`src/rtl/utf8dc_pkg.sv`:
```
`timescale 1ns / 1ps
`default_nettype none

package utf8dc_pkg;

  localparam int BYTE_W      = 8;
  localparam int KIND_W      = 2;
  localparam int CLASS_W     = 6;
  localparam int CP_W        = 21;
  localparam int LINE_NUM_W  = 24;
  localparam int SEQ_LEN_W   = 3;
  localparam int PEND_W      = 2;
  localparam int LINE_BITS_DEF = 24;

  typedef enum logic [KIND_W-1:0] {
    KIND_CHAR  = 2'd0,
    KIND_END   = 2'd1,
    KIND_ERROR = 2'd2
  } kind_t;

  localparam logic [CLASS_W-1:0] CLS_BREAK = 6'd0;
  localparam logic [CLASS_W-1:0] CLS_SPACE = 6'd1;
  localparam logic [CLASS_W-1:0] CLS_DIGIT = 6'd34;
  localparam logic [CLASS_W-1:0] CLS_UPPER = 6'd35;
  localparam logic [CLASS_W-1:0] CLS_LOWER = 6'd36;
  localparam logic [CLASS_W-1:0] CLS_OTHER = 6'd37;

  // Break and space characters report a plain space.
  localparam logic [CP_W-1:0] CP_BLANK = 21'h20;
  localparam logic [CP_W-1:0] CP_LF    = 21'h0A;

endpackage : utf8dc_pkg

`default_nettype wire

```
`src/rtl/utf8_char_decode_classify.sv`:
```
`timescale 1ns / 1ps
`default_nettype none

// Channel  | Ports                                  | Dir | Beat
// ---------+----------------------------------------+-----+----------------------------
// input    | in_valid in_ready in_byte_value        | in  | one source byte or end mark
//          | in_end_of_input                        |     |
// result   | out_valid out_ready out_result_kind    | out | char, end or coding error
//          | out_char_class out_code_point          |     |
//          | out_line_number out_seq_length         |     |
//
// One byte per cycle sustained while out_ready keeps the result register free. A beat
// is decoded and classified while it sits in the input register and then lands in the
// result register, whose valid flag drives out_valid. Reset (rst_n low, synchronous)
// clears decoder state, the line counter and both valid flags. A stalled result
// register holds the input register, and in_ready drops only while both hold.

module utf8_char_decode_classify import utf8dc_pkg::*; #(
  parameter int LINE_BITS = LINE_BITS_DEF
) (
  input  logic                  clk,
  input  logic                  rst_n,

  input  logic                  in_valid,
  output logic                  in_ready,
  input  logic [BYTE_W-1:0]     in_byte_value,
  input  logic                  in_end_of_input,

  output logic                  out_valid,
  input  logic                  out_ready,
  output logic [KIND_W-1:0]     out_result_kind,
  output logic [CLASS_W-1:0]    out_char_class,
  output logic [CP_W-1:0]       out_code_point,
  output logic [LINE_NUM_W-1:0] out_line_number,
  output logic [SEQ_LEN_W-1:0]  out_seq_length
);

  // input register
  logic              s1_vld_r;
  logic [BYTE_W-1:0] s1_byte_r;
  logic              s1_end_r;

  // decoder state
  logic [PEND_W-1:0]    pend_r, pend_nxt;
  logic [CP_W-1:0]      acc_r, acc_nxt;
  logic [SEQ_LEN_W-1:0] taken_r, taken_nxt;
  logic [LINE_BITS-1:0] line_r, line_nxt;

  // result register
  logic                 out_vld_r;
  kind_t                kind_r;
  logic [CLASS_W-1:0]   cls_r;
  logic [CP_W-1:0]      cp_r;
  logic [LINE_BITS-1:0] line_out_r;
  logic [SEQ_LEN_W-1:0] len_r;

  logic                 out_free;
  logic                 proc_en;
  logic                 res_vld;
  logic                 char_vld;
  kind_t                res_kind;
  logic [CP_W-1:0]      raw_cp;
  logic [SEQ_LEN_W-1:0] res_len;
  logic [CP_W-1:0]      acc_cat;
  logic [CLASS_W-1:0]   raw_cls;
  logic [CLASS_W-1:0]   res_cls;
  logic [CP_W-1:0]      res_cp;

  assign out_free = !out_vld_r || out_ready;
  assign proc_en  = s1_vld_r && out_free;
  assign in_ready = !s1_vld_r || proc_en;

  always_ff @(posedge clk) begin
    if (!rst_n) begin
      s1_vld_r <= 1'b0;
    end else if (in_ready) begin
      s1_vld_r <= in_valid;
    end
  end

  always_ff @(posedge clk) begin
    if (in_ready && in_valid) begin
      s1_byte_r <= in_byte_value;
      s1_end_r  <= in_end_of_input;
    end
  end

  assign acc_cat = {acc_r[CP_W-7:0], s1_byte_r[5:0]};

  always_comb begin
    res_vld   = 1'b0;
    char_vld  = 1'b0;
    res_kind  = KIND_CHAR;
    raw_cp    = '0;
    res_len   = '0;
    pend_nxt  = pend_r;
    acc_nxt   = acc_r;
    taken_nxt = taken_r;
    if (pend_r != '0) begin
      priority if (s1_end_r) begin
        res_vld   = 1'b1;
        res_kind  = KIND_ERROR;
        res_len   = taken_r;
        pend_nxt  = '0;
        acc_nxt   = '0;
        taken_nxt = '0;
      end else if (s1_byte_r[7:6] != 2'b10) begin
        // bad continuation is consumed into the error
        res_vld   = 1'b1;
        res_kind  = KIND_ERROR;
        res_len   = taken_r + 3'd1;
        pend_nxt  = '0;
        acc_nxt   = '0;
        taken_nxt = '0;
      end else if (pend_r == 2'd1) begin
        res_vld   = 1'b1;
        char_vld  = 1'b1;
        raw_cp    = acc_cat;
        res_len   = taken_r + 3'd1;
        pend_nxt  = '0;
        acc_nxt   = '0;
        taken_nxt = '0;
      end else begin
        acc_nxt   = acc_cat;
        taken_nxt = taken_r + 3'd1;
        pend_nxt  = pend_r - 2'd1;
      end
    end else begin
      priority if (s1_end_r) begin
        res_vld  = 1'b1;
        res_kind = KIND_END;
      end else if (!s1_byte_r[7]) begin
        res_vld  = 1'b1;
        char_vld = 1'b1;
        raw_cp   = CP_W'(s1_byte_r);
        res_len  = 3'd1;
      end else if (s1_byte_r[7:6] == 2'b10) begin
        res_vld  = 1'b1;
        res_kind = KIND_ERROR;
        res_len  = 3'd1;
      end else if (s1_byte_r[7:5] == 3'b110) begin
        acc_nxt   = CP_W'(s1_byte_r[4:0]);
        pend_nxt  = 2'd1;
        taken_nxt = 3'd1;
      end else if (s1_byte_r[7:4] == 4'b1110) begin
        acc_nxt   = CP_W'(s1_byte_r[3:0]);
        pend_nxt  = 2'd2;
        taken_nxt = 3'd1;
      end else if (s1_byte_r[7:3] == 5'b11110) begin
        acc_nxt   = CP_W'(s1_byte_r[2:0]);
        pend_nxt  = 2'd3;
        taken_nxt = 3'd1;
      end else begin
        // five to seven byte leads, 0xFE and 0xFF
        res_vld  = 1'b1;
        res_kind = KIND_ERROR;
        res_len  = 3'd1;
      end
    end
  end

  utf8dc_class u_class (
    .code_point (raw_cp),
    .char_class (raw_cls)
  );

  always_comb begin
    res_cls = '0;
    res_cp  = '0;
    if (char_vld) begin
      res_cls = raw_cls;
      res_cp  = (raw_cls == CLS_BREAK || raw_cls == CLS_SPACE) ? CP_BLANK : raw_cp;
    end
  end

  // saturate at all ones
  always_comb begin
    line_nxt = line_r;
    if (char_vld && raw_cp == CP_LF && line_r != '1) begin
      line_nxt = line_r + LINE_BITS'(1);
    end
  end

  always_ff @(posedge clk) begin
    if (!rst_n) begin
      pend_r  <= '0;
      acc_r   <= '0;
      taken_r <= '0;
      line_r  <= '0;
    end else if (proc_en) begin
      pend_r  <= pend_nxt;
      acc_r   <= acc_nxt;
      taken_r <= taken_nxt;
      line_r  <= line_nxt;
    end
  end

  always_ff @(posedge clk) begin
    if (!rst_n) begin
      out_vld_r <= 1'b0;
    end else if (out_free) begin
      out_vld_r <= proc_en && res_vld;
    end
  end

  always_ff @(posedge clk) begin
    if (proc_en && res_vld) begin
      kind_r     <= res_kind;
      cls_r      <= res_cls;
      cp_r       <= res_cp;
      line_out_r <= line_nxt;
      len_r      <= res_len;
    end
  end

  assign out_valid       = out_vld_r;
  assign out_result_kind = kind_r;
  assign out_char_class  = cls_r;
  assign out_code_point  = cp_r;
  assign out_line_number = LINE_NUM_W'(line_out_r);
  assign out_seq_length  = len_r;

endmodule : utf8_char_decode_classify

`default_nettype wire

```
`src/rtl/utf8dc_class.sv`:
```
`timescale 1ns / 1ps
`default_nettype none

module utf8dc_class import utf8dc_pkg::*; (
  input  logic [CP_W-1:0]    code_point,
  output logic [CLASS_W-1:0] char_class
);

  logic [6:0] lo;
  logic       ascii;

  assign lo    = code_point[6:0];
  assign ascii = (code_point[CP_W-1:7] == '0);

  // Punctuation classes run 2..33 in ASCII order across four ranges;
  // each arm subtracts the offset that maps the range start onto its class.
  always_comb begin
    priority if (!ascii) begin
      char_class = CLS_OTHER;
    end else if (lo == 7'h0A || lo == 7'h0D) begin
      char_class = CLS_BREAK;
    end else if (lo == 7'h09 || lo == 7'h20) begin
      char_class = CLS_SPACE;
    end else if (lo >= 7'h21 && lo <= 7'h2F) begin
      char_class = CLASS_W'(lo - 7'h1F);
    end else if (lo >= 7'h3A && lo <= 7'h40) begin
      char_class = CLASS_W'(lo - 7'h29);
    end else if (lo >= 7'h5B && lo <= 7'h60) begin
      char_class = CLASS_W'(lo - 7'h43);
    end else if (lo >= 7'h7B && lo <= 7'h7E) begin
      char_class = CLASS_W'(lo - 7'h5D);
    end else if (lo >= 7'h30 && lo <= 7'h39) begin
      char_class = CLS_DIGIT;
    end else if (lo >= 7'h41 && lo <= 7'h5A) begin
      char_class = CLS_UPPER;
    end else if (lo >= 7'h61 && lo <= 7'h7A) begin
      char_class = CLS_LOWER;
    end else begin
      char_class = CLS_OTHER;
    end
  end

endmodule : utf8dc_class

`default_nettype wire
```
`config.mk`:
```
export PLATFORM = sky130hd
export DESIGN_NAME = utf8_char_decode_classify
export DESIGN_NICKNAME = d
export VERILOG_FILES = /design/src/rtl/utf8dc_pkg.sv /design/src/rtl/utf8_char_decode_classify.sv /design/src/rtl/utf8dc_class.sv
export SDC_FILE = /design/constraint.sdc
export NUM_CORES = 1
export LEC_CHECK = 0
export ABC_AREA = 1
export BUFFER_PORTS_ARGS = -buffer_cell sky130_fd_sc_hd__buf_2
export CAP_MARGIN = 20
export CORE_MARGIN = 3
export CORE_UTILIZATION = 59
export DETAILED_ROUTE_END_ITERATION = 6
export PLACE_DENSITY = 0.81
export RECOVER_POWER = 100
export SYNTH_ARGS = -nofsm -noshare
export SYNTH_HDL_FRONTEND = slang
export SYNTH_SLANG_ARGS = --single-unit
```
`constraint.sdc`:
```
create_clock -name clk -period 6.12 [get_ports clk]
set_clock_uncertainty 0.1 [all_clocks]
set_input_delay 1.224 -clock clk [delete_from_list [all_inputs] [get_ports clk]]
set_output_delay 1.224 -clock clk [all_outputs]
set_load 0.1 [all_outputs]
```
### After elaboration in Yosys (flattened, before gate mapping)

Index checks and enable logic that the tools add are counted.

* input bits: 13
* memory bits (read-only): 0
* latch bits: 0
* word-level logic and storage cells: 159
* bits in registers: 111
* memories kept: 0
* RAM bits: 0
* output and inout bits: 58

* shift operators: 0
* div/mod/pow operators: 0
* add/sub/neg operators: 7
* bitwise gates (word level): 1
* equal/unequal tests: 15
* $lt $le $gt $ge: 14
* $mul: 0
* muxes and demuxes: 82
* reductions and logical operators: 26

Operator list (count)
* 15-bit two-way mux: 10
* 21-bit two-way mux: 4
* 6-bit two-way mux: 10
* 3-bit two-way mux: 14
* 2-bit two-way mux: 19
* 7-bit less-or-equal comparator (second input constant): 5
* 7-bit greater-or-equal comparator (second input constant): 4
* 24-bit by 1-bit adder with 24-bit output (second input constant): 1
* 24-bit two-way mux: 1
* 24-bit != test (second input constant): 1
* 1-bit two-way mux: 22
* 21-bit by 4-bit == test with 1-bit output (second input constant): 1
* 7-bit by 4-bit == test with 1-bit output (second input constant): 3
* 7-bit by 6-bit greater-or-equal comparator with 1-bit output (second input constant): 3
* 7-bit by 6-bit less-or-equal comparator with 1-bit output (second input constant): 2
* 14-bit logical NOT: 1
* 7-bit two-way mux: 2
* 1-bit logical AND: 12
* 6-bit by 5-bit subtractor with 6-bit output (second input constant): 2
* 7-bit by 6-bit == test with 1-bit output (second input constant): 1
* 6-bit by 1-bit == test with 1-bit output (second input constant): 1
* 6-bit logical NOT: 1
* 6-bit by 2-bit subtractor with 6-bit output (second input constant): 1
* 6-bit subtractor (second input constant): 1
* 16 further kinds: 23

### Logic depth before layout (Yosys ltp)

Gate-level depths: netlist of the first run.

* depth after elaboration: 20
* depth in mapped cells: 25

### By module

From an unflattened synthesis of the first run, not the netlist that was laid out.

* cell total of the unflattened synthesis: 892
* area, all modules: 6573.8 µm²

By module, submodules not included
* utf8_char_decode_classify: area each 5659.2 µm², cells each 723, times used 1, seq. area each 2872.8 µm²
* utf8dc_class: area each 914.6 µm², cells each 169, times used 1, seq. area each 0.0 µm²

### Worst setup path after synthesis of the first run

Ideal clock, no wire load.

* kind: input -> register
* start point: input out_ready
* end point: register cls_r[0] (netlist: out_char_class[0]) (enable)
* buffers on the path: 1
* stages on the path: 5
* library setup time: 0.490 ns
* arrival time: 4.392 ns
* path slack: 1.138 ns
* data required time: 5.530 ns
* cells stage by stage: inv_1 -> nand2_1 -> nand2_1 -> clkbuf_1 -> a21oi_1

* longest elaborated chain between the ends: 3

RTL lines
* start: declaration: RTL line utf8_char_decode_classify.sv:30 `input logic out_ready,`
* 1-bit logical OR: RTL line utf8_char_decode_classify.sv:69 `assign out_free = !out_vld_r || out_ready;`
* 1-bit logical AND: RTL line utf8_char_decode_classify.sv:70 `assign proc_en = s1_vld_r && out_free;`
* 1-bit logical AND: RTL line utf8_char_decode_classify.sv:207 `if (proc_en && res_vld) begin`
* end signal: assignment: RTL line utf8_char_decode_classify.sv:209 `cls_r <= res_cls;`
* end: declaration: RTL line utf8_char_decode_classify.sv:52 `logic [CLASS_W-1:0] cls_r;`

No other way between the ends.
A chain may end at the register's enable or synchronous reset.

### Worst setup path in the final report of the first run

* start point: register pend_r[0]
* end point: register cp_r[2] (netlist: out_code_point[2]), data pin

* longest elaborated chain between the ends: 20

RTL lines
* start: declaration: RTL line utf8_char_decode_classify.sv:44 `logic [PEND_W-1:0] pend_r, pend_nxt;`
* start signal: assignment: RTL line utf8_char_decode_classify.sv:191 `pend_r <= pend_nxt;`
* 2-bit by 1-bit == test with 1-bit output: RTL line utf8_char_decode_classify.sv:115 `end else if (pend_r == 2'd1) begin`
* 21-bit two-way mux: RTL line utf8_char_decode_classify.sv:115
* 21-bit two-way mux: RTL line utf8_char_decode_classify.sv:107 `end else if (s1_byte_r[7:6] != 2'b10) begin`
* 21-bit two-way mux: RTL line utf8_char_decode_classify.sv:100 `priority if (s1_end_r) begin`
* 21-bit two-way mux (*): RTL line utf8_char_decode_classify.sv:99 `if (pend_r != '0) begin`
* via raw_cp[1]: RTL line utf8_char_decode_classify.sv:62 `logic [CP_W-1:0] raw_cp;`
* 7-bit greater-or-equal comparator / 7-bit less-or-equal comparator (equally long branches): RTL line utf8dc_class.sv:36 `end else if (lo >= 7'h61 && lo <= 7'h7A) begin`
* 1-bit logical AND: RTL line utf8dc_class.sv:36
* [5 not listed]
* 6-bit two-way mux: RTL line utf8dc_class.sv:26 `end else if (lo >= 7'h3A && lo <= 7'h40) begin`
* 6-bit two-way mux: RTL line utf8dc_class.sv:24 `end else if (lo >= 7'h21 && lo <= 7'h2F) begin`
* 6-bit two-way mux: RTL line utf8dc_class.sv:22 `end else if (lo == 7'h09 || lo == 7'h20) begin`
* 6-bit two-way mux (*): RTL line utf8dc_class.sv:20 `end else if (lo == 7'h0A || lo == 7'h0D) begin`
* 6-bit two-way mux (*): RTL line utf8dc_class.sv:18 `priority if (!ascii) begin`
* 6-bit by 1-bit == test with 1-bit output / 6-bit logical NOT (equally long branches): RTL line utf8_char_decode_classify.sv:172 `res_cp = (raw_cls == CLS_BREAK || raw_cls == CLS_SPACE) ? CP_BLANK : raw_cp;`
* 1-bit logical OR (*): RTL line utf8_char_decode_classify.sv:172
* 2-bit OR reduction (no line) (*)
* end signal: assignment: RTL line utf8_char_decode_classify.sv:210 `cp_r <= res_cp;`
* end: declaration: RTL line utf8_char_decode_classify.sv:53 `logic [CP_W-1:0] cp_r;`

Mark *: on every way through the listed nets, which the timed path passes. The rest lies on a longest branch.

==> results of run 1 <==
==> routing by layer <==
metal / GRT usage (%) / vias to the layer above
met2: 42.4 / 225
met5: 0 / -
li1: - / 2619
met3: 5.64 / 28
met1: 34.3 / 2485
met4: 8.48 / 0
==> critical path, stage by stage, from the launching register on <==
cell      delay [ns]
dfxtp_1         0.35
inv_1           0.09
ha_1            0.48
nor2_1          0.14
nand3_1         0.57
nand2_1         0.49
nand2_1         0.34
inv_1           0.11
ha_1            0.20
o311ai_0        0.32
inv_1           0.09
nand2_1         0.08
nand2_1         0.12
inv_1           0.16
nand2_1         0.07
o21ai_0         0.16
nand2_1         0.07
nand3_1         0.12
nand2_1         0.13
nor2_4          0.15
nor3_1          0.07
==> cells by family after synthesis <==
logic type / after synthesis / share of synthesized area, %
buf+inv: 149 / 9.85
flops: 111 / 47.2
compound gates: 141 / 12.9
xor+xnor: 21 / 3.02
fa+ha+maj: 9 / 1.85
simple gates: 327 / 25.2
==> state kept, by name, summed over array words and instances (netlist names) <==
register	cells
out_result_kind	2
acc_r	15
out_line_number	24
out_seq_length	3
s1_end_r	1
out_code_point	21
s1_vld_r	1
out_char_class	6
pend_r	2
out_valid	1
s1_byte_r	8
line_r	24
taken_r	3
==> how the worst max path moves through the flow <==
stage | startpoint | to | slack (ns) | cells after the start
after floorplan | out_ready | out_char_class[0]$_SDFFCE_PN0P_ | 1.14 | 5
after global placement | pend_r[0]$_SDFFE_PN0P_ | out_code_point[1]$_SDFFCE_PP0P_ | 2.58 | 20
after detailed placement | pend_r[0]$_SDFFE_PN0P_ | out_code_point[1]$_SDFFCE_PP0P_ | 2.42 | 20
after CTS | pend_r[0]$_SDFFE_PN0P_ | out_code_point[1]$_SDFFCE_PP0P_ | 2.38 | 20
after global routing | pend_r[0]$_SDFFE_PN0P_ | out_code_point[2]$_SDFFCE_PP0P_ | 1.0 | 20
final | pend_r[0]$_SDFFE_PN0P_ | out_code_point[2]$_SDFFCE_PP0P_ | 1.48 | 20
==> cells in the mapped netlist, drive strengths merged (2+ instances only) <==
| cell type | n |
|---|---|
| a211oi | 14 |
| a21oi | 57 |
| a31oi | 2 |
| a41oi | 2 |
| buf | 9 |
| clkbuf | 16 |
| clkinv | 2 |
| dfxtp | 46 |
| edfxtp | 65 |
| ha | 9 |
| inv | 122 |
| nand2 | 146 |
| nand3 | 45 |
| nand4 | 19 |
| nor2 | 94 |
| nor3 | 14 |
| nor4 | 7 |
| o21ai | 60 |
| o22ai | 2 |
| o311ai | 2 |
| xor2 | 21 |
==> cell type report <==
type	instances	share of cell area, %
Clock buffer	9	1.89
Clock inverter	7	1.30
Inverter	124	7.18
Multi-Input combinational cell	498	38.8
Sequential cell	111	43.8
Tap cell	133	2.54
Timing Repair Buffer	73	4.49
==> cell usage in the layout (no fill, tap or decap), types with 2 or more instances in the layout <==
cell,instances
nand3_1,39
dfxtp_1,46
inv_1,110
o22ai_1,2
nor4_1,7
o311ai_0,2
ha_1,9
nand3_2,6
nand2_1,136
o21ai_0,53
o21ai_1,5
clkinv_1,3
edfxtp_1,65
a211oi_1,14
clkbuf_8,9
inv_8,3
buf_2,12
nor2_1,89
nor2_2,3
inv_2,9
o21ai_2,2
a21oi_1,56
xor2_1,21
nand4_1,19
inv_4,2
a41oi_1,2
nor2_4,2
nand2_2,9
nor3_1,13
clkbuf_1,59
==> where the power goes <==
group	leakage [nW]	switching (mW)	internal, mW
Sequential	1.00	0.0292	0.836
Clock	0.106	0.267	0.198
Combinational	1.61	0.277	0.0566
==> stage by stage <==
step	cell area (um2)	utilization [%]	cells
global route	6550	66.1	955
finish	6550	66.1	955
global placement	6510	65.7	939
detailed placement	6510	65.7	939
CTS	6720	67.8	955
floorplan	6090	-	758
==> flow_summary.toml, run 1 <==
[sta]
worst_pin_slew_ns = 2.01
setup_violations = 0
timing.hold.ws_ns = 0.386
slew_headroom_pct = -34.3
post-route-period-util_pct = 75.8
setup_ws_ns = 1.48
rsz0062_at_grt = "false"
min_period_ns = 4.64
slew_violations = 62
fmax_mhz = 216
tns_ns = 0
finalHoldViolations = 0

[clock_tree]
clk_pin_slew_worst_paths_ns = 0.11
cts_tree = "done"
cts.sinks = 111
cts_buffer_depth = 2
root_buffer = "clkbuf_8"
cts_buffers = 9
post_cts_buffers = 0
cts_resized = 0
clkLatencyLatePin_ns = 0.40
cts_htree_levels = 3
cts_hold_buf = 0

[finish]
seqCellArea_um2 = 2870
n_antenna_cell = 0
syn_to_final_growth_pct = 7.67
fillers = 865
final_nets = 839
multi_input_area_um2 = 2540
drive_gt1_share_pct = 8.27

[detailed_routing]
detail-route-antenna-nets = 0
met1_length_um = 6180
vias = 5357
dr.max_layer_used = "met4"
met2WireLength_um = 6880
via_per_inst = 5.61
met3_length_um = 1210
wirelength_um = 14600
wl_per_cell_um = 15.2
drc = 0
drt-initial-drc-count = 421
first_pass_iters = 6

[floorplan]
core_um2 = 9910
initial_core_util_pct = 61.4
die_x_um = 108
die-height_um = 108
pin_count = 71
dieArea_um2 = 11600
rows = 36

[placement]
io_buffers = 70
dp_slack_ns = 2.42
dpl.hpwl_um = 10700
gp_congestion = 0.962

[worst_hold_path]
hold-path-endpoint = "acc_r[14]$_SDFFE_PN0P_"
min_from = "acc_r[14]$_SDFFE_PN0P_"
holdCritPathClass = "register to register"
holdPathStages = 2

[logic_synthesis]
synth_seq_cells = 111
synth_top_flop_cell = "edfxtp_1"
netlist_area_um2 = 6090
synthTopCellsByArea = "edfxtp_1 (32%), dfxtp_1 (15%), nand2_1 (8.1%)"
synth-edff-count = 65
yosys_warnings = 0
yosysTopAreaCellShare_pct = 32.1
syn_area_per_cell_um2 = 8.03
netlist_instances = 758
yosys.area.top_type = "edfxtp_1"
yosysUniqueCellTypes = 42
synthesis.nets = 780
seq_area_frac_synth_pct = 47.2
async_flop_share_pct = 0

[pwr]
p_per_area_nw_per_um2 = 254
p_leak_nw = 2.72
max-vdd-ir-drop_v = 0.000196
power_mw = 1.66

[grt]
grt_pass1_vias = 4872
grt.total_usage_pct = 25.9
grt_max_degree = 49
grt-ovfl-total = 0
grt_pass1_wl_um = 23400
antenna_found_initial = 0

[critical_path]
worstPathArrival_ns = 4.69
r2r_slack_ns = 1.48
cp.required_ns = 6.17
crit_type = "register to register"
worstPathMaxFanout = 19
crit_path_start_kind = "register"
worst_r2r_endpoint = "out_code_point[2]$_SDFFCE_PP0P_"
reg2reg_depth = 20
end_kind = "register"
rr_startpoint = "pend_r[0]$_SDFFE_PN0P_"

[outcome]
run_status = "complete, but fails checks"
violations = "capacitance limit, slew limit"

[flow_run]
maxCapViolCount = 2
Power figures use the tool's default switching activity.
==> run 2, diff against run 1 <==
- CORE_UTILIZATION: 59 -> 53
- PLACE_DENSITY: 0.81 -> 0.76
- clock period: 6.12 -> 3.7 ns (I/O delays scaled with it)
==> run 2 against run 1 <==
- the flow still finishes with violations (capacitance limit, slew limit)
- power increased by 76%
- register-to-register slack got worse by 1.1 ns
- via count decreased by 2.8%
- worst setup slack got worse by 1.1 ns
- wire length increased by 3.8%
- maximum frequency increased by 40%
- utilization decreased by 5.5 points
- global-route usage decreased by 1.4 points
- hold slack got worse by 0.016 ns
- combinational power increased by 67%
- sequential cell count unchanged
- highest routed layer unchanged
==> flow_summary.toml, run 2 (same netlist as run 1, synthesis figures left out) <==
[pwr]
switchingPower_mw = 0.968
max-vdd-ir-drop_v = 0.000396
switching_share_pct = 33.0
internal-power_mw = 1.96
p_clk_share_pct = 32.2
combPwrFrac_pct = 19.0
p_leak_nw = 2.77
seqPwrFrac_pct = 48.8
p_per_area_nw_per_um2 = 439

[critical_path]
crit_path_start_kind = "register"
cp_top_family = "simple AND/OR/NAND/NOR gates"
crit_start = "pend_r[0]$_SDFFE_PN0P_"
end_kind = "register"
crit_type = "register to register"
rr_startpoint = "pend_r[0]$_SDFFE_PN0P_"
cp_cell_sequence = "inv_1 -> ha_2 -> nand2_1 -> nor2_1 -> inv_2 -> nand2_2 -> nand2_1 -> inv_1 -> ha_1 -> nand3_1 -> inv_1 -> nand4_1 -> nor2_1 -> nand3_1 -> xor2_1 -> o21ai_0 -> inv_1"
worstPathArrival_ns = 3.48
crit_slowest_cell = "nor2_1"
critPathBufInv = 5
cp.depth = 17
reg2reg_depth = 17
cp.required_ns = 3.85
crit_top_cell = "inv_1"
cpPeakStageDelay_ns = 0.42
worstPathMaxFanout = 14

[placement]
io_buffers = 70
gp_congestion = 0.913
post_dp_cell_area_um2 = 6550
dp_slack_ns = 0.326
dpl.hpwl_um = 11300

[sta]
timing.hold.ws_ns = 0.370
finalHoldViolations = 0
tns_ns = 0
rsz0062_at_grt = "false"
post-route-period-util_pct = 89.8
worst_pin_slew_ns = 1.80
min_period_ns = 3.32
slew_violations = 40
slew_headroom_pct = -20.1
setup_violations = 0
setup_ws_ns = 0.376
fmax_mhz = 301

[worst_hold_path]
min_from = "acc_r[14]$_SDFFE_PN0P_"
holdCritPathClass = "register to register"
holdPathStages = 2

[detailed_routing]
drt-initial-drc-count = 374
drc = 0
detail-route-antenna-nets = 0
via_per_inst = 5.38
wirelength_um = 15100
first_pass_iters = 5
wl_per_cell_um = 15.6
vias = 5205

[grt]
grt-ovfl-total = 0
antenna_found_initial = 0
use_met3_pct = 5.83
grt_pass1_vias = 5062
busiest_layer = "met2"
met1_usage_pct = 31.9
met2_usage_pct = 41.0
grt_max_degree = 46
grt_pass1_wl_um = 24900
grt.total_usage_pct = 24.5

[outcome]
run_status = "complete, but fails checks"
violations = "capacitance limit, slew limit"

[finish]
design_area_um2 = 6680
final_nets = 844
syn_to_final_growth_pct = 9.83
final_cell_mix = "nand2_1 (135), inv_1 (110), nor2_1 (89)"
final_common_cell = "nand2_1"
drive_gt1_share_pct = 8.95
n_antenna_cell = 0

[floorplan]
initial_core_util_pct = 55.2
die-height_um = 113
rows = 38
die_x_um = 113
dieArea_um2 = 12800
pin_count = 71
core_um2 = 11000

[clock_tree]
post_cts_buffers = 0
cts_buffers = 9
cts_hold_buf = 0
root_buffer = "clkbuf_16"
cts_htree_levels = 3
cts_tree = "done"
cts_buffer_depth = 2
cts.sinks = 111
clk_pin_slew_worst_paths_ns = 0.07
clkLatencyLatePin_ns = 0.36
cts_resized = 0

[flow_run]
maxCapViolCount = 1
[run 2: cell types whose count changed in the layout (fill, tap and decap cells not counted), sizes merged]
cell,change
clkinv,+1
clkinvlp,-1
buf,+2
inv,-1
bufinv,-1
clkbuf,+5
[run 2: layer usage]
layer	vias to the layer above	wire, um
met4	0	236
met3	17	930
met2	164	7140
li1	2622	-
met5	-	0
met1	2402	6800
[run 2: final timing paths]
path / slack (ns) / end
worst max-delay path: 0.38 / line_r[16]$_SDFFE_PN0P_
worst min register to register: 0.37 / acc_r[14]$_SDFFE_PN0P_
worst min-delay path: 0.37 / acc_r[14]$_SDFFE_PN0P_
worst max register to register: 0.38 / line_r[16]$_SDFFE_PN0P_
[run 2: worst min-delay path, delay by kind of cell, from the launching register on]
kind / cells / cell delay, ns
flip-flops: 1 / 0.30
buffers and inverters: 1 / 0.06
AO/OA/AOI/OAI: 1 / 0.06
[run 2: area by class of cell]
type                       count  area (um2)
fill                        1041        4350
sequential                   111        2870
multi-input combinational    498        2560
inverter                     124         470
timing repair buffer          78         320
clock buffer                  11         243
tap                          140         175
clock inverter                 5        42.5
[run 2: power by group through the flow]
stage | Combinational (mW) | Clock [mW] | Sequential (mW)
floorplan | 0.229 | 0 | 1.68
global placement | 0.564 | 0 | 1.45
detailed placement | 0.573 | 0 | 1.46
CTS | 0.574 | 0.967 | 1.43
global route | 0.601 | 1.01 | 1.44
finish | 0.556 | 0.945 | 1.43
[run 2: metrics by stage]
step / cells / utilization, % / power, mW
after global placement: 951 / 59.4 / 2.02
after global routing: 967 / 60.6 / 3.05
after floorplan: 758 / - / 1.91
after CTS: 967 / 62.0 / 2.97
after detailed placement: 951 / 59.4 / 2.03
final: 967 / 60.6 / 2.93
==> run 3, diff against run 2 <==
- CORE_UTILIZATION: 53 -> 50
- PLACE_DENSITY: 0.76 -> 0.73
==> run 3 against run 2 <==
- the run now ends clean
- clock power up 1%
- power up 0.36%
- worst setup slack better by 0.0082 ns
- register-to-register slack about the same
- combinational power about the same
- cell count up 0.52%
- sequential share of layout area down 0.10 points
- sequential cell count unchanged
- critical path depth up 2
- utilization down 3.1 points
==> flow_summary.toml, run 3 (same netlist as run 1, synthesis figures left out) <==
[outcome]
run_status = "finished clean"

[critical_path]
reg2reg_depth = 19
worstPathMaxFanout = 18
worstPathArrival_ns = 3.47
end_kind = "register"
crit_path_start_kind = "register"
crit_type = "register to register"
cp.required_ns = 3.86

[detailed_routing]
wirelength_um = 14700
vias = 5203
drt-initial-drc-count = 367
first_pass_iters = 6
detail-route-antenna-nets = 0
drc = 0
via_per_inst = 5.35
wl_per_cell_um = 15.1

[clock_tree]
cts_tree = "done"
clkLatencyLatePin_ns = 0.36
clk_pin_slew_worst_paths_ns = 0.08
cts_htree_levels = 3
cts_buffers = 9
post_cts_buffers = 0
cts_buffer_depth = 2
cts_resized = 0
root_buffer = "clkbuf_16"
cts.sinks = 111
cts_hold_buf = 0

[sta]
timing.hold.ws_ns = 0.370
slew_headroom_pct = 2.00
slew_violations = 0
min_period_ns = 3.32
worst_pin_slew_ns = 1.47
setup_violations = 0
tns_ns = 0
fmax_mhz = 302
rsz0062_at_grt = "false"
post-route-period-util_pct = 89.6
finalHoldViolations = 0
setup_ws_ns = 0.384

[finish]
drive_gt1_share_pct = 8.44
syn_to_final_growth_pct = 10.1
final_nets = 846
final_common_cell = "nand2_1"
n_antenna_cell = 0
final_cell_mix = "nand2_1 (137), inv_1 (112), nor2_1 (90)"
fillers = 1091

[worst_hold_path]
holdPathStages = 2
holdCritPathClass = "register to register"

[pwr]
p_per_area_nw_per_um2 = 439
switchingPower_mw = 0.972
switching_share_pct = 33.0
max-vdd-ir-drop_v = 0.000300
p_leak_nw = 2.79
seqPwrFrac_pct = 48.6
combPwrFrac_pct = 18.9
p_clk_share_pct = 32.5
power_mw = 2.94
internal-power_mw = 1.97

[grt]
grt_pass1_wl_um = 24100
grt_pass1_vias = 4883
antenna_found_initial = 0
grt-ovfl-total = 0
grt.total_usage_pct = 22.8
grt_max_degree = 48

[placement]
dp_slack_ns = 0.485
io_buffers = 70
gp_congestion = 0.952
dpl.hpwl_um = 11100

[floorplan]
core_um2 = 11700
dieArea_um2 = 13500
pin_count = 71
die-height_um = 116
die_x_um = 116
rows = 39
initial_core_util_pct = 52.2

[flow_run]
maxCapViolCount = 0
==> run 3: final cells by class <==
cell class / count / area (um2) / share of cell area [%]
clock buffer: 11 / 243 / 3.62
multi-input combinational: 498 / 2550 / 38.0
timing repair buffer: 80 / 339 / 5.06
sequential: 111 / 2870 / 42.9
inverter: 124 / 470 / 7.02
tap: 143 / 179 / 2.67
clock inverter: 5 / 48.8 / 0.728
==> run 3: critical path, cell delays in order, from the launching register on <==
cell,delay [ns]
dfxtp_1,0.33
inv_1,0.08
ha_1,0.33
nor2_1,0.15
nand3_4,0.11
buf_4,0.22
inv_1,0.06
nand2_1,0.05
inv_1,0.06
nor2_1,0.08
nand2_1,0.06
nor2_1,0.12
nand2_1,0.18
inv_4,0.13
nand4_1,0.20
nor2_1,0.38
nand3_1,0.15
xor2_1,0.20
o21ai_0,0.16
inv_1,0.05
==> run 3: power groups by stage <==
stage | sequential, mW | clock [mW] | combinational, mW
finish | 1.43 | 0.957 | 0.557
global route | 1.44 | 1.03 | 0.603
CTS | 1.43 | 0.980 | 0.574
detailed placement | 1.45 | 0 | 0.572
global placement | 1.45 | 0 | 0.565
floorplan | 1.68 | 0 | 0.229
==> run 3: layer usage <==
metal / GRT usage [%] / routed length [um] / share of wire, % / vias up
met1: 31.0 / 6800 / 46 / 2410
li1: - / - / - / 2631
met3: 5.03 / 756 / 5.1 / 20
met4: 6.65 / 231 / 1.6 / 0
met5: 0 / 0 / 0 / -
met2: 36.7 / 6930 / 47 / 142
==> run 3: metrics by stage <==
| stage | std cells | area, um2 | util, % |
|---|---|---|---|
| finish | 972 | 6700 | 57.5 |
| global route | 972 | 6700 | 57.5 |
| CTS | 972 | 6860 | 58.9 |
| detailed placement | 956 | 6570 | 56.4 |
| global placement | 956 | 6570 | 56.4 |
| floorplan | 758 | 6090 | - |
==> run 3: path summary, 6_finish.rpt <==
kind	slack, ns	end	start
setup / recovery	0.38	line_r[16]$_SDFFE_PN0P_	pend_r[0]$_SDFFE_PN0P_
hold / removal	0.37	acc_r[14]$_SDFFE_PN0P_	acc_r[14]$_SDFFE_PN0P_
setup reg to reg	0.38	line_r[16]$_SDFFE_PN0P_	pend_r[0]$_SDFFE_PN0P_
hold reg to reg	0.37	acc_r[14]$_SDFFE_PN0P_	acc_r[14]$_SDFFE_PN0P_
